===== src/rtl/sphere_mesh_triangle_generator_top_assert.svh =====
// Assertion macros for the sphere mesh RTL
`ifndef SPHERE_MESH_TRIANGLE_GENERATOR_TOP_ASSERT_SVH
`define SPHERE_MESH_TRIANGLE_GENERATOR_TOP_ASSERT_SVH
`ifndef SYNTHESIS
`define SMTG_ASSERT(lbl, prop) \
  lbl: assert property (@(posedge clk) disable iff (rst) prop) else $error("smtg check failed");
`define SMTG_NEVER(lbl, expr) \
  lbl: assert property (@(posedge clk) disable iff (rst) !(expr)) else $error("smtg bad state");
`else
`define SMTG_ASSERT(lbl, prop)
`define SMTG_NEVER(lbl, expr)
`endif
`endif


===== src/rtl/smtg_pkg.sv =====
// Types, constants and fixed-point helpers for the sphere mesh generator
package smtg_pkg;

  localparam int TRIG_W    = 18;
  localparam int COORD_W   = 32;
  localparam int RAD_W     = 31;
  localparam int TRIG_FRAC = 16;
  localparam int TRIG_ONE  = 65536;
  localparam int PROD_W    = COORD_W + TRIG_W;
  localparam int ACC_W     = PROD_W + 1;
  localparam int RND_W     = ACC_W - TRIG_FRAC;
  localparam int FL_W      = 7;
  localparam int ADDR_W    = 5;

  // register indexes
  localparam logic [2:0] REG_FACE_LEVEL = 3'd0;
  localparam logic [2:0] REG_COS_POLAR  = 3'd1;
  localparam logic [2:0] REG_SIN_POLAR  = 3'd2;
  localparam logic [2:0] REG_COS_AZ     = 3'd3;
  localparam logic [2:0] REG_SIN_AZ     = 3'd4;
  localparam logic [2:0] REG_SUBDIV     = 3'd5;
  localparam logic [2:0] REG_FILL       = 3'd6;

  typedef enum logic {ITEM_START = 1'b0, ITEM_ADVANCE = 1'b1} item_kind_t;

  typedef struct packed {
    item_kind_t                  kind;
    logic signed [COORD_W-1:0]   cx;
    logic signed [COORD_W-1:0]   cy;
    logic signed [COORD_W-1:0]   cz;
    logic        [RAD_W-1:0]     rad;
  } item_t;

  typedef struct packed {
    logic        [FL_W-1:0]    face_level;
    logic signed [TRIG_W-1:0]  cos_polar;
    logic signed [TRIG_W-1:0]  sin_polar;
    logic signed [TRIG_W-1:0]  cos_az;
    logic signed [TRIG_W-1:0]  sin_az;
  } cfg_t;

  // front to back hand-off
  typedef struct packed {
    logic  valid;
    item_t item;
  } queue_head_t;

  // round half up, drop TRIG_FRAC fraction bits
  function automatic logic signed [RND_W-1:0] rnd(input logic signed [ACC_W-1:0] v);
    logic signed [ACC_W-1:0] x;
    x = v + ACC_W'(1 << (TRIG_FRAC - 1));
    return $signed(x[ACC_W-1:TRIG_FRAC]);
  endfunction

  function automatic logic signed [TRIG_W-1:0] sat_trig(input logic signed [RND_W-1:0] v);
    if (v > RND_W'(TRIG_ONE)) return TRIG_W'(TRIG_ONE);
    if (v < -RND_W'(TRIG_ONE)) return -TRIG_W'(TRIG_ONE);
    return v[TRIG_W-1:0];
  endfunction

  function automatic logic signed [COORD_W-1:0] sat32(input logic signed [RND_W:0] v);
    logic signed [RND_W:0] hi;
    logic signed [RND_W:0] lo;
    hi = (RND_W+1)'(2147483647);
    lo = -hi - (RND_W+1)'(1);
    if (v > hi) return hi[COORD_W-1:0];
    if (v < lo) return lo[COORD_W-1:0];
    return v[COORD_W-1:0];
  endfunction

endpackage


===== src/rtl/sphere_mesh_triangle_generator_top.sv =====
// Sphere mesh triangle generator: top level
// A start request loads center and radius. An advance request is dispatched
// from IDLE, runs 27 sequence steps around a single shared 32x18 multiplier
// (trig rotations, corner factors, radius scaling), then emits up to two
// triangles from an output register, one per cycle while the output is not
// stalled. A two-entry request queue lets new requests arrive while a cell
// is computed or a triangle waits downstream.
module sphere_mesh_triangle_generator_top #(
  parameter int MAX_FACE_LEVEL = 64
) (
  input  logic                                clk,
  input  logic                                rst,
  input  logic                                psel,
  input  logic                                penable,
  input  logic                                pwrite,
  input  logic [smtg_pkg::ADDR_W-1:0]         paddr,
  input  logic [31:0]                         pwdata,
  output logic [31:0]                         prdata,
  output logic                                pready,
  input  logic                                req_valid,
  output logic                                req_stall,
  input  logic                                func,
  input  logic signed [smtg_pkg::COORD_W-1:0] center_x,
  input  logic signed [smtg_pkg::COORD_W-1:0] center_y,
  input  logic signed [smtg_pkg::COORD_W-1:0] center_z,
  input  logic        [smtg_pkg::RAD_W-1:0]   sphere_radius,
  output logic                                tri_valid,
  input  logic                                tri_stall,
  output logic signed [smtg_pkg::COORD_W-1:0] vertex_a_x,
  output logic signed [smtg_pkg::COORD_W-1:0] vertex_a_y,
  output logic signed [smtg_pkg::COORD_W-1:0] vertex_a_z,
  output logic signed [smtg_pkg::COORD_W-1:0] vertex_b_x,
  output logic signed [smtg_pkg::COORD_W-1:0] vertex_b_y,
  output logic signed [smtg_pkg::COORD_W-1:0] vertex_b_z,
  output logic signed [smtg_pkg::COORD_W-1:0] vertex_c_x,
  output logic signed [smtg_pkg::COORD_W-1:0] vertex_c_y,
  output logic signed [smtg_pkg::COORD_W-1:0] vertex_c_z,
  output logic                                triangle_kind,
  output logic                                run_last,
  output logic                                sphere_done
);

  smtg_pkg::cfg_t        cfg;
  smtg_pkg::queue_head_t head;
  logic                  pop;

  smtg_regs u_regs (
    .clk, .rst, .psel, .penable, .pwrite, .paddr, .pwdata, .prdata, .pready, .cfg
  );

  smtg_front u_front (
    .clk, .rst, .req_valid, .req_stall, .func, .center_x, .center_y, .center_z,
    .sphere_radius, .head, .pop
  );

  smtg_back #(.MAX_FACE_LEVEL(MAX_FACE_LEVEL)) u_back (
    .clk, .rst, .cfg, .head, .pop, .tri_valid, .tri_stall,
    .vertex_a_x, .vertex_a_y, .vertex_a_z,
    .vertex_b_x, .vertex_b_y, .vertex_b_z,
    .vertex_c_x, .vertex_c_y, .vertex_c_z,
    .triangle_kind, .run_last, .sphere_done
  );

endmodule


===== src/rtl/smtg_regs.sv =====
// APB configuration registers
module smtg_regs (
  input  logic                          clk,
  input  logic                          rst,
  input  logic                          psel,
  input  logic                          penable,
  input  logic                          pwrite,
  input  logic [smtg_pkg::ADDR_W-1:0]   paddr,
  input  logic [31:0]                   pwdata,
  output logic [31:0]                   prdata,
  output logic                          pready,
  output smtg_pkg::cfg_t                cfg
);

  logic [3:0] subdiv;
  logic [1:0] fill;
  logic       wr_en;
  logic [2:0] idx;

  assign pready = 1'b1;
  assign wr_en  = psel && penable && pwrite;
  assign idx    = paddr[4:2];

  // register writes
  always_ff @(posedge clk) begin
    if (rst) begin
      cfg.face_level <= smtg_pkg::FL_W'(12);
      cfg.cos_polar  <= smtg_pkg::TRIG_W'(65272);
      cfg.sin_polar  <= smtg_pkg::TRIG_W'(5875);
      cfg.cos_az     <= smtg_pkg::TRIG_W'(65280);
      cfg.sin_az     <= smtg_pkg::TRIG_W'(5792);
      subdiv         <= 4'd0;
      fill           <= 2'd1;
    end else if (wr_en) begin
      unique case (idx)
        smtg_pkg::REG_FACE_LEVEL: cfg.face_level <= pwdata[smtg_pkg::FL_W-1:0];
        smtg_pkg::REG_COS_POLAR:  cfg.cos_polar  <= pwdata[smtg_pkg::TRIG_W-1:0];
        smtg_pkg::REG_SIN_POLAR:  cfg.sin_polar  <= pwdata[smtg_pkg::TRIG_W-1:0];
        smtg_pkg::REG_COS_AZ:     cfg.cos_az     <= pwdata[smtg_pkg::TRIG_W-1:0];
        smtg_pkg::REG_SIN_AZ:     cfg.sin_az     <= pwdata[smtg_pkg::TRIG_W-1:0];
        smtg_pkg::REG_SUBDIV:     subdiv         <= pwdata[3:0];
        smtg_pkg::REG_FILL:       fill           <= pwdata[1:0];
        default: ;
      endcase
    end
  end

  // read mux
  always_comb begin
    unique case (idx)
      smtg_pkg::REG_FACE_LEVEL: prdata = 32'(cfg.face_level);
      smtg_pkg::REG_COS_POLAR:  prdata = 32'(unsigned'(cfg.cos_polar));
      smtg_pkg::REG_SIN_POLAR:  prdata = 32'(unsigned'(cfg.sin_polar));
      smtg_pkg::REG_COS_AZ:     prdata = 32'(unsigned'(cfg.cos_az));
      smtg_pkg::REG_SIN_AZ:     prdata = 32'(unsigned'(cfg.sin_az));
      smtg_pkg::REG_SUBDIV:     prdata = 32'(subdiv);
      smtg_pkg::REG_FILL:       prdata = 32'(fill);
      default:                  prdata = 32'd0;
    endcase
  end

endmodule


===== src/rtl/smtg_front.sv =====
// Request intake: classifies requests and queues them for the back end
module smtg_front (
  input  logic                              clk,
  input  logic                              rst,
  input  logic                              req_valid,
  output logic                              req_stall,
  input  logic                              func,
  input  logic signed [smtg_pkg::COORD_W-1:0] center_x,
  input  logic signed [smtg_pkg::COORD_W-1:0] center_y,
  input  logic signed [smtg_pkg::COORD_W-1:0] center_z,
  input  logic        [smtg_pkg::RAD_W-1:0]   sphere_radius,
  output smtg_pkg::queue_head_t             head,
  input  logic                              pop
);

  smtg_pkg::item_t slot [2];
  logic       wr_ptr;
  logic       rd_ptr;
  logic [1:0] count;
  logic       push;
  smtg_pkg::item_t incoming;

  assign req_stall = (count == 2'd2);
  assign push      = req_valid && !req_stall;

  // classify the request
  always_comb begin
    incoming.kind = func ? smtg_pkg::ITEM_ADVANCE : smtg_pkg::ITEM_START;
    incoming.cx   = center_x;
    incoming.cy   = center_y;
    incoming.cz   = center_z;
    incoming.rad  = sphere_radius;
  end

  // two-entry queue
  always_ff @(posedge clk) begin
    if (rst) begin
      wr_ptr <= 1'b0;
      rd_ptr <= 1'b0;
      count  <= 2'd0;
    end else begin
      if (push) begin
        slot[wr_ptr] <= incoming;
        wr_ptr       <= !wr_ptr;
      end
      if (pop) rd_ptr <= !rd_ptr;
      count <= count + 2'(push) - 2'(pop);
    end
  end

  assign head.valid = (count != 2'd0);
  assign head.item  = slot[rd_ptr];

endmodule


===== src/rtl/smtg_back.sv =====
// Cell engine: shared multiplier sequence, state update and triangle output
`include "sphere_mesh_triangle_generator_top_assert.svh"
module smtg_back #(
  parameter int MAX_FACE_LEVEL = 64
) (
  input  logic                                clk,
  input  logic                                rst,
  input  smtg_pkg::cfg_t                      cfg,
  input  smtg_pkg::queue_head_t               head,
  output logic                                pop,
  output logic                                tri_valid,
  input  logic                                tri_stall,
  output logic signed [smtg_pkg::COORD_W-1:0] vertex_a_x,
  output logic signed [smtg_pkg::COORD_W-1:0] vertex_a_y,
  output logic signed [smtg_pkg::COORD_W-1:0] vertex_a_z,
  output logic signed [smtg_pkg::COORD_W-1:0] vertex_b_x,
  output logic signed [smtg_pkg::COORD_W-1:0] vertex_b_y,
  output logic signed [smtg_pkg::COORD_W-1:0] vertex_b_z,
  output logic signed [smtg_pkg::COORD_W-1:0] vertex_c_x,
  output logic signed [smtg_pkg::COORD_W-1:0] vertex_c_y,
  output logic signed [smtg_pkg::COORD_W-1:0] vertex_c_z,
  output logic                                triangle_kind,
  output logic                                run_last,
  output logic                                sphere_done
);

  localparam int TW = smtg_pkg::TRIG_W;
  localparam int CW = smtg_pkg::COORD_W;
  localparam int AW = smtg_pkg::ACC_W;
  localparam int RW = smtg_pkg::RND_W;
  localparam int W_R = $clog2(3 * MAX_FACE_LEVEL + 1);
  localparam int W_S = $clog2(6 * MAX_FACE_LEVEL);
  localparam int W_N = $clog2(6 * MAX_FACE_LEVEL + 4);
  localparam int W_FL = smtg_pkg::FL_W + 1;
  localparam logic [4:0] LAST_STEP = 5'd26;

  typedef enum logic [1:0] {IDLE, CALC, EMIT_UP, EMIT_LO} state_t;

  state_t state;
  logic [4:0] seq;
  logic [4:0] k;

  // sphere state
  logic signed [TW-1:0] pc, ps, ac, as_;
  logic signed [CW-1:0] hcx, hcy, hcz;
  logic [smtg_pkg::RAD_W-1:0] hrad;
  logic [W_R-1:0] ring;
  logic [W_S-1:0] step;
  logic active;

  // cell temporaries
  logic signed [TW-1:0] p_r, q_r, r_r, s_r;
  logic signed [TW-1:0] fac [8];
  logic signed [CW-1:0] xy [8];
  logic signed [CW-1:0] z0, z1;
  logic signed [AW-1:0] acc;
  logic lo_pend, done_f;

  // shared multiplier
  logic signed [CW-1:0] ma;
  logic signed [TW-1:0] mb;
  logic signed [smtg_pkg::PROD_W-1:0] prod;
  logic signed [AW-1:0] prod_x;
  logic signed [RW-1:0] prod_r;
  logic signed [RW:0] ctr_sum;
  logic signed [CW-1:0] ctr_sel;

  // clamped mesh size
  logic [W_FL-1:0] fl;
  logic [W_N-1:0] nt, np;
  logic [W_N-1:0] step_inc;
  logic row_end;
  logic out_free;
  logic emit_fire;

  always_comb begin
    if (cfg.face_level == '0) fl = W_FL'(1);
    else if (W_FL'(cfg.face_level) > W_FL'(MAX_FACE_LEVEL)) fl = W_FL'(MAX_FACE_LEVEL);
    else fl = W_FL'(cfg.face_level);
    nt = W_N'(fl) * W_N'(3);
    np = W_N'(fl) * W_N'(6);
  end

  assign step_inc  = W_N'(step) + W_N'(1);
  assign row_end   = (step_inc + W_N'(1)) >= np;
  assign out_free  = !tri_valid || !tri_stall;
  assign emit_fire = (state == EMIT_UP || state == EMIT_LO) && out_free;
  assign pop       = (state == IDLE) && head.valid;
  assign k         = seq - 5'd1;

  // operand select per sequence step
  always_comb begin
    ma = '0;
    mb = '0;
    case (seq)
      5'd0:  begin ma = CW'(ps);  mb = cfg.cos_polar; end
      5'd1:  begin ma = CW'(pc);  mb = cfg.sin_polar; end
      5'd2:  begin ma = CW'(pc);  mb = cfg.cos_polar; end
      5'd3:  begin ma = CW'(ps);  mb = cfg.sin_polar; end
      5'd4:  begin ma = CW'(ac);  mb = cfg.cos_az;    end
      5'd5:  begin ma = CW'(as_); mb = cfg.sin_az;    end
      5'd6:  begin ma = CW'(as_); mb = cfg.cos_az;    end
      5'd7:  begin ma = CW'(ac);  mb = cfg.sin_az;    end
      5'd8:  begin ma = CW'(ps);  mb = ac;            end
      5'd9:  begin ma = CW'(ps);  mb = as_;           end
      5'd10: begin ma = CW'(p_r); mb = ac;            end
      5'd11: begin ma = CW'(p_r); mb = as_;           end
      5'd12: begin ma = CW'(ps);  mb = r_r;           end
      5'd13: begin ma = CW'(ps);  mb = s_r;           end
      5'd14: begin ma = CW'(p_r); mb = r_r;           end
      5'd15: begin ma = CW'(p_r); mb = s_r;           end
      5'd24: begin ma = {1'b0, hrad}; mb = pc;        end
      5'd25: begin ma = {1'b0, hrad}; mb = q_r;       end
      default: begin
        if (seq >= 5'd16 && seq <= 5'd23) begin
          ma = {1'b0, hrad};
          mb = fac[seq[2:0]];
        end
      end
    endcase
  end

  always_ff @(posedge clk) begin
    prod <= ma * mb;
  end

  assign prod_x  = AW'(prod);
  assign prod_r  = smtg_pkg::rnd(prod_x);
  assign ctr_sel = k[0] ? hcy : hcx;

  // consume the product of the previous step
  always_ff @(posedge clk) begin
    if (state == CALC && seq != 5'd0) begin
      case (k) inside
        5'd0, 5'd2, 5'd4, 5'd6: acc <= prod_x;
        5'd1: p_r <= smtg_pkg::sat_trig(smtg_pkg::rnd(acc + prod_x));
        5'd3: q_r <= smtg_pkg::sat_trig(smtg_pkg::rnd(acc - prod_x));
        5'd5: r_r <= smtg_pkg::sat_trig(smtg_pkg::rnd(acc - prod_x));
        5'd7: s_r <= smtg_pkg::sat_trig(smtg_pkg::rnd(acc + prod_x));
        5'd24: z0 <= smtg_pkg::sat32((RW+1)'(prod_r) + (RW+1)'(hcz));
        5'd25: z1 <= smtg_pkg::sat32((RW+1)'(prod_r) + (RW+1)'(hcz));
        default: begin
          if (k >= 5'd8 && k <= 5'd15) fac[k[2:0]] <= prod_r[TW-1:0];
          else if (k >= 5'd16 && k <= 5'd23)
            xy[k[2:0]] <= smtg_pkg::sat32((RW+1)'(prod_r) + (RW+1)'(ctr_sel));
        end
      endcase
    end
  end

  // output valid: set on emit, cleared once taken
  always_ff @(posedge clk) begin
    if (rst) begin
      tri_valid <= 1'b0;
    end else begin
      tri_valid <= emit_fire || (tri_valid && tri_stall);
    end
  end

  // sequencer, sphere state and output register
  always_ff @(posedge clk) begin
    if (rst) begin
      state     <= IDLE;
      seq       <= '0;
      pc        <= TW'(smtg_pkg::TRIG_ONE);
      ps        <= '0;
      ac        <= TW'(smtg_pkg::TRIG_ONE);
      as_       <= '0;
      hcx       <= '0;
      hcy       <= '0;
      hcz       <= '0;
      hrad      <= '0;
      ring      <= '0;
      step      <= '0;
      active    <= 1'b0;
      lo_pend   <= 1'b0;
      done_f    <= 1'b0;
    end else begin
      unique case (state)
        IDLE: begin
          if (head.valid) begin
            if (head.item.kind == smtg_pkg::ITEM_START) begin
              hcx    <= head.item.cx;
              hcy    <= head.item.cy;
              hcz    <= head.item.cz;
              hrad   <= head.item.rad;
              pc     <= TW'(smtg_pkg::TRIG_ONE);
              ps     <= '0;
              ac     <= TW'(smtg_pkg::TRIG_ONE);
              as_    <= '0;
              ring   <= '0;
              step   <= '0;
              active <= 1'b1;
            end else if (active) begin
              seq   <= '0;
              state <= CALC;
            end
          end
        end
        CALC: begin
          seq <= seq + 5'd1;
          if (seq == LAST_STEP) begin
            lo_pend <= (ring != '0);
            ac      <= r_r;
            as_     <= s_r;
            done_f  <= row_end && ((W_N'(ring) + W_N'(2)) >= nt);
            if (row_end) begin
              step <= '0;
              pc   <= q_r;
              ps   <= p_r;
              ring <= ring + W_R'(1);
              if ((W_N'(ring) + W_N'(2)) >= nt) active <= 1'b0;
            end else begin
              step <= step_inc[W_S-1:0];
            end
            if ((W_N'(ring) + W_N'(2)) < nt) state <= EMIT_UP;
            else if (ring != '0) state <= EMIT_LO;
            else state <= IDLE;
          end
        end
        EMIT_UP: begin
          if (out_free) begin
            vertex_a_x    <= xy[0];
            vertex_a_y    <= xy[1];
            vertex_a_z    <= z0;
            vertex_b_x    <= xy[2];
            vertex_b_y    <= xy[3];
            vertex_b_z    <= z1;
            vertex_c_x    <= xy[6];
            vertex_c_y    <= xy[7];
            vertex_c_z    <= z1;
            triangle_kind <= 1'b0;
            run_last      <= !lo_pend;
            sphere_done   <= done_f && !lo_pend;
            state         <= lo_pend ? EMIT_LO : IDLE;
          end
        end
        EMIT_LO: begin
          if (out_free) begin
            vertex_a_x    <= xy[0];
            vertex_a_y    <= xy[1];
            vertex_a_z    <= z0;
            vertex_b_x    <= xy[6];
            vertex_b_y    <= xy[7];
            vertex_b_z    <= z1;
            vertex_c_x    <= xy[4];
            vertex_c_y    <= xy[5];
            vertex_c_z    <= z0;
            triangle_kind <= 1'b1;
            run_last      <= 1'b1;
            sphere_done   <= done_f;
            lo_pend       <= 1'b0;
            state         <= IDLE;
          end
        end
        default: state <= IDLE;
      endcase
    end
  end

  // checks
  `SMTG_NEVER(seq_in_range, state == CALC && seq > LAST_STEP)
  `SMTG_ASSERT(done_marks_last, tri_valid && sphere_done |-> run_last)
  `SMTG_ASSERT(no_pop_busy, pop |-> state == IDLE && head.valid)
  `SMTG_ASSERT(lower_sets_last, tri_valid && triangle_kind |-> run_last)

endmodule

===== config.mk =====
export PLATFORM = sky130hd
export DESIGN_NAME = sphere_mesh_triangle_generator_top
export DESIGN_NICKNAME = d
export VERILOG_FILES = /design/src/rtl/smtg_pkg.sv /design/src/rtl/sphere_mesh_triangle_generator_top.sv /design/src/rtl/smtg_regs.sv /design/src/rtl/smtg_front.sv /design/src/rtl/smtg_back.sv
export VERILOG_INCLUDE_DIRS = /design/src /design/src/rtl
export SDC_FILE = /design/constraint.sdc
export NUM_CORES = 2
export LEC_CHECK = 0
export BUFFER_PORTS_ARGS = -buffer_cell sky130_fd_sc_hd__buf_4
export CORE_ASPECT_RATIO = 1.5
export CORE_MARGIN = 1.5
export CORE_UTILIZATION = 60
export DETAILED_ROUTE_END_ITERATION = 10
export GPL_TIMING_DRIVEN = 0
export PLACE_DENSITY = 0.9
export SLEW_MARGIN = 20
export SYNTH_ARGS = -nofsm -noshare
export SYNTH_HDL_FRONTEND = slang
export SYNTH_SLANG_ARGS = --single-unit

===== constraint.sdc =====
create_clock -name clk -period 14.5 [get_ports clk]
set_clock_uncertainty 0.15 [all_clocks]
set_input_delay 1.45 -clock clk [delete_from_list [all_inputs] [get_ports clk]]
set_output_delay 1.45 -clock clk [all_outputs]
set_load 0.005 [all_outputs]

Word level (Yosys, flattened, before mapping)
Memories as Yosys holds them, arrays and structs flattened. A register that Yosys moved wholly into a read port is not among the register bits.
Index checks and enable logic that the tools add are counted.
Storage, ports and cells
  flip-flop bits (word level): 779
  bits in writable memories: 656
  input port bits: 172
  output and inout port bits: 326
  word-level logic and storage cells: 446
  memories kept: 3
Memory list
  u_back.xy: depth 8, bits a word 32, rd ports 8, clocked after memory_dff 2, write ports 1, RTL line smtg_back.sv:54  | logic signed [CW-1:0] xy [8];
  u_front.slot: depth 2, bits a word 128, rd ports 1, clocked after memory_dff 1, write ports 1, RTL line smtg_front.sv:16  | smtg_pkg::item_t slot [2];
  u_back.fac: depth 8, bits a word 18, rd ports 1, clocked after memory_dff 1, write ports 1, RTL line smtg_back.sv:53  | logic signed [TW-1:0] fac [8];
Cells by class
  add/subtract/negate cells: 15
  multiply operators: 3
  magnitude comparators: 18
  equality and inequality tests: 46
  multiplexer cells: 237
  bitwise gates (word level): 8
  reductions and logical operators: 72
Operator list (number)
  32-bit two-way mux: 29
  18-bit two-way mux: 23
  32-bit one-hot mux with 2 select lines: 5
  32-bit one-hot mux with 6 select lines: 1
  18-bit one-hot mux with 10 select lines: 1
  18-bit one-hot mux with 2 select lines: 4
  1-bit two-way mux: 139
  18-bit one-hot mux with 7 select lines: 1
  51-bit by 17-bit adder with 51-bit output (second input constant): 2
  35-bit by 32-bit adder with 36-bit output: 2
  36-bit by 32-bit > comparator with 1-bit output (second input constant): 2
  36-bit by 32-bit < comparator with 1-bit output (second input constant): 2
  35-bit by 18-bit > comparator with 1-bit output (second input constant): 2
  35-bit by 17-bit < comparator with 1-bit output (second input constant): 2
  50-bit by 17-bit adder with 51-bit output (second input constant): 1
  50-bit by 50-bit adder with 51-bit output: 1
  50-bit by 50-bit subtractor with 51-bit output: 1
  32-bit by 18-bit multiplier with 50-bit output: 1
  5-bit by 3-bit equality test with 1-bit output (second input constant): 8
  5-bit by 4-bit equality test with 1-bit output (second input constant): 8
  9-bit two-way mux: 4
  8-bit two-way mux: 4
  31-bit two-way mux: 1
  2-bit OR reduction: 13
  55 further kinds: 142

Logic depth before layout (Yosys ltp)
  depth after elaboration: 38
  depth in mapped cells: 43
  mapped depth without buffers: 37

Modules after synthesis
From an unflattened synthesis, not the netlist that was laid out.
Second synthesis, totals
  cell total of the unflattened synthesis: 7416
  area total of the unflattened synthesis: 86156.4 um^2
Modules (own cells, without submodules)
  smtg_back: instances 1, cells an instance 6549, area an instance 72440.7 um^2, seq. area each 31940.6 um^2
  smtg_front: instances 1, cells an instance 421, area an instance 9546.7 um^2, seq. area each 7787.5 um^2
  smtg_regs: instances 1, cells an instance 446, area an instance 4169.0 um^2, seq. area each 1701.6 um^2

Worst setup path after synthesis
OpenSTA, ideal clock, no wires.
  path kind: input to register
  start point: input port rst
  end point: memory u_front.slot[1][0] (netlist bit), enable pin
  setup time: 0.798 ns
  arrival: 11.131 ns
  required time: 13.552 ns
  slack: 2.421 ns
  cell stages on the path: 3
  buffers on the path: 2
  path through: clkbuf_1 clkbuf_1 nor3b_1
Between the ends
  longest elaborated chain between the ends: 2
RTL lines
  start, declared: RTL line sphere_mesh_triangle_generator_top.sv:12  | input logic rst,
  1-bit two-way mux: RTL line smtg_front.sv:37  | if (rst) begin
  1-bit two-way mux (implied by the code): RTL line smtg_front.sv:43  | slot[wr_ptr] <= incoming;
  end, declared: RTL line smtg_front.sv:16
Every way passes these cells.

Worst setup path in the final report
  start point: register u_back.seq[0]
  end point: register u_back.prod[47] (netlist bit)
Between the ends
  longest elaborated chain between the ends: 5
  elaborated cells between the ends (all ways): 40
  those cells by class: 1 x mul; 2 x order compare; 17 x eq/ne; 4 x mux; 16 x reduce/logical
RTL lines
  start, declared: RTL line smtg_back.sv:40  | logic [4:0] seq;
  start signal, assigned: RTL line smtg_back.sv:201  | seq <= seq + 5'd1;
  5-bit >= comparator / 5-bit less-or-equal comparator (equally long branches): RTL line smtg_back.sv:115  | if (seq >= 5'd16 && seq <= 5'd23) begin
  1-bit logical AND: RTL line smtg_back.sv:115
  18-bit two-way mux / 31-bit two-way mux (equally long branches): RTL line smtg_back.sv:115
  18-bit one-hot mux with 10 select lines / 32-bit one-hot mux with 6 select lines (equally long branches): RTL line smtg_back.sv:95  | case (seq)
  32-bit by 18-bit multiplier with 50-bit output *: RTL line smtg_back.sv:124  | prod <= ma * mb;
  end signal, assigned: RTL line smtg_back.sv:124
  end, declared: RTL line smtg_back.sv:62  | logic signed [smtg_pkg::PROD_W-1:0] prod;
Mark *: on every way between the ends. The rest lies on a longest branch, timed or not.
A chain may end at the register's enable or synchronous reset.

==> impl_metrics.ini <==
[outcome]
status = finished, violations left
violations = DRC

[worst_setup_path]
r2r_cells = 42
cp_max_fo = 10
crit_slowest_cell = a221oi_1
cpMostUsedCell = fa_1
r2r_slack_ps = 330
criticalPathCategory = flip-flop to flip-flop
cp-start-kind = flip-flop
worstPathArrival_ps = 14690
worstPathRequired_ps = 15020
rr_endpoint = u_back.prod[47]
end_kind = flip-flop
cpPeakStageDelay_ps = 860
timing.rr.start = u_back.seq[0]

[routing]
drt_iter0_drc = 7614
drt-total-wl_mm = 297
final_antenna_net_count = 0
drc = 3
vias = 65100
wl_per_cell_microns = 29.2
drt-pass1-iter-count = 11
vias_per_cell = 6.39

[yosys]
yosys_warnings = 0
synth-edff-count = 1133
synthCells = 7449
seq_area_frac_synth_pct = 48.1
syn_area_sq_um = 86100
avgSynthCellArea_sq_um = 11.6
ys_ff_latch = 1503
synth.top_cell.area_share_pct = 39.5
ys.flop_type = edfxtp_1
async_flop_share_pct = 0
synth_area_leaders = edfxtp_1, fa_1, dfxtp_1
synth_top_area_cell = edfxtp_1
yosys.cell_types.count = 100

[place]
port_buffers = 464
routabilityCongestion = 1.07
detailed_place_hpwl_mm = 222
place_ws_ps = 417
place_area_sq_um = 93700

[cells_and_area]
drive_gt1_share_pct = 14.3
fin_util_pct = 68.8
nNetsFinal = 9328
final_cell_area_sq_um = 98200
layout_commonest_cell = edfxtp_1
syn_to_final_growth_pct = 14.1
layout_common_cells = edfxtp_1, inv_1, nand2_1, nor2_1, fa_1

[sta]
post-route-period-util_pct = 97.7
slew_violations = 0
grt_setup_unrepaired = false
clock.fmax_ghz = 0.0706
period_minus_slack_ps = 14170
hold_viol = 0
worst_slack_ps = 327
max_slew.worst_pin.slew_ps = 1370
slew_headroom_pct = 8.78
setup_viol = 0

[floorplanning]
io-pin-count = 498
core_sq_um = 143000
fp.dieH_microns = 467
rows = 170
die_width_microns = 312
fp.dieArea_sq_um = 146000
initial_core_util_pct = 60.3

[run]
drv_cap = 0

[clock_network]
clockBufferDepth = 3
cts_inserted_buffers = 135
cts.clk_slew.worst_paths_ps = 70
cts_root_buf = clkbuf_16
cts_tree = done
clk_latency_ps = 830
cts.sink_count = 1503
htreeDepth = 4
postCtsHoldBufs = 0

[power_and_ir_drop]
p_leak_uw = 0.0395
vdd_drop_max_v = 0.000149
power_switching_share_pct = 38.3
clkPwrFrac_pct = 26.3
switching_power_uw = 5360
p_comb_share_pct = 33.5
seqPwrFrac_pct = 40.1
intPower_uw = 8630
powerDensity_nw_per_um2 = 143

[grt]
grt_use_total_pct = 40.5
grt_pass1_wl_mm = 429
grt-ovfl-total = 0
grt_max_degree = 31
grt_pass1_vias = 66500
antenna_found_initial = 16

[min_path]
hold_depth = 0
hp-start = u_back.xy[1][27]
hold_class = flip-flop to flip-flop
min_to = vertex_a_y[27]
final cells by class:
cell class	instances	area [sq um]
diodes	14	35.0
clock buffers	173	3640
inverters	823	3090
plain buffers	351	1430
repair buffers	580	4740
flip-flops and latches	1503	41400
clock inverters	71	800
multi-input cells	4785	40700
fillers	9723	44500
well taps	1892	2370
sequential cells by signal (all words and copies together), names as in the netlist, 50 cells and up, named ones only:
signal and count:
u_regs.cfg 79, u_back.prod 50, u_back.acc 50, u_front.slot 256, u_back.fac 144, u_back.xy 256
cells by family after synthesis:
kind of cell | after synthesis | share of synthesized area (%)
and+or+nand+nor | 1913 | 9.93
DFF | 1503 | 48.1
AOI/OAI and AO/OA | 1227 | 9.59
buffers and inverters | 1174 | 5.23
adders and majority gates | 977 | 19.1
muxes | 408 | 5.57
xor gates and xnor gates | 245 | 2.49
other | 2 | 0.00872
power groups by stage:
stage	combinational (uW)	sequential (uW)	clock [uW]
floorplan	2560	5610	0
finish	4690	5620	3690
global route	4870	5630	3820
CTS	4470	5610	3670
detailed placement	4380	5690	0
global placement	4110	5720	0
routing by layer:
| layer | wire [microns] | global-route usage [%] | vias to the layer above |
|---|---|---|---|
| met5 | 44 | 0 | - |
| met4 | 32000 | 34.8 | 8 |
| met3 | 29700 | 9.58 | 1418 |
| met2 | 142000 | 67.7 | 4631 |
| met1 | 93500 | 43.1 | 31700 |
| li1 | - | - | 27300 |
Yosys cell counts (all sizes together), types with 172 or more instances:
| master | count |
|---|---|
| nand2 | 766 |
| nor2 | 580 |
| edfxtp | 1133 |
| clkbuf | 302 |
| inv | 822 |
| o21ai | 190 |
| ha | 420 |
| dfxtp | 370 |
| mux2 | 206 |
| fa | 557 |
| a21oi | 372 |
| xnor2 | 172 |
metrics by stage:
step / instances / total power, uW / hold slack, ps / TNS (ps)
after floorplan: 7462 / 8170 / 250 / 0
after global placement: 9818 / 9830 / 253 / -1275870
after detailed placement: 9933 / 10100 / 255 / 0
after CTS: 10200 / 13700 / 267 / 0
after global routing: 10200 / 14300 / 273 / 0
final: 10200 / 14000 / 265 / 0
worst max-delay path: cells and delay by family (launching register included):
family / cells / cell delay, ps
compound gates: 11 / 3510
simple gates: 10 / 2590
buf+inv: 12 / 3700
fa+ha+maj: 8 / 3430
flops: 1 / 460
xor+xnor: 1 / 150
worst max-delay path by stage:
| stage | startpoint | endpoint | slack, ps | depth (start not counted) |
|---|---|---|---|---|
| after floorplan | rst | u_front.slot[1][0] | 2420 | 3 |
| after global placement | rst | u_front.slot[0][17] | -5220 | 4 |
| after detailed placement | u_back.seq[0] | u_back.prod[47] | 420 | 42 |
| after CTS | u_back.seq[0] | u_back.prod[47] | 320 | 42 |
| after global routing | u_back.seq[0] | u_back.prod[47] | 40 | 42 |
| final | u_back.seq[0] | u_back.prod[47] | 330 | 42 |
what timing repair did:
| item | in CTS | in global routing |
|---|---|---|
| resized for setup | 0 | 4 |
| buffers inserted | 0 | 0 |
| setup endpoints to repair | 0 | 6 |
Power figures use the tool's default switching activity.
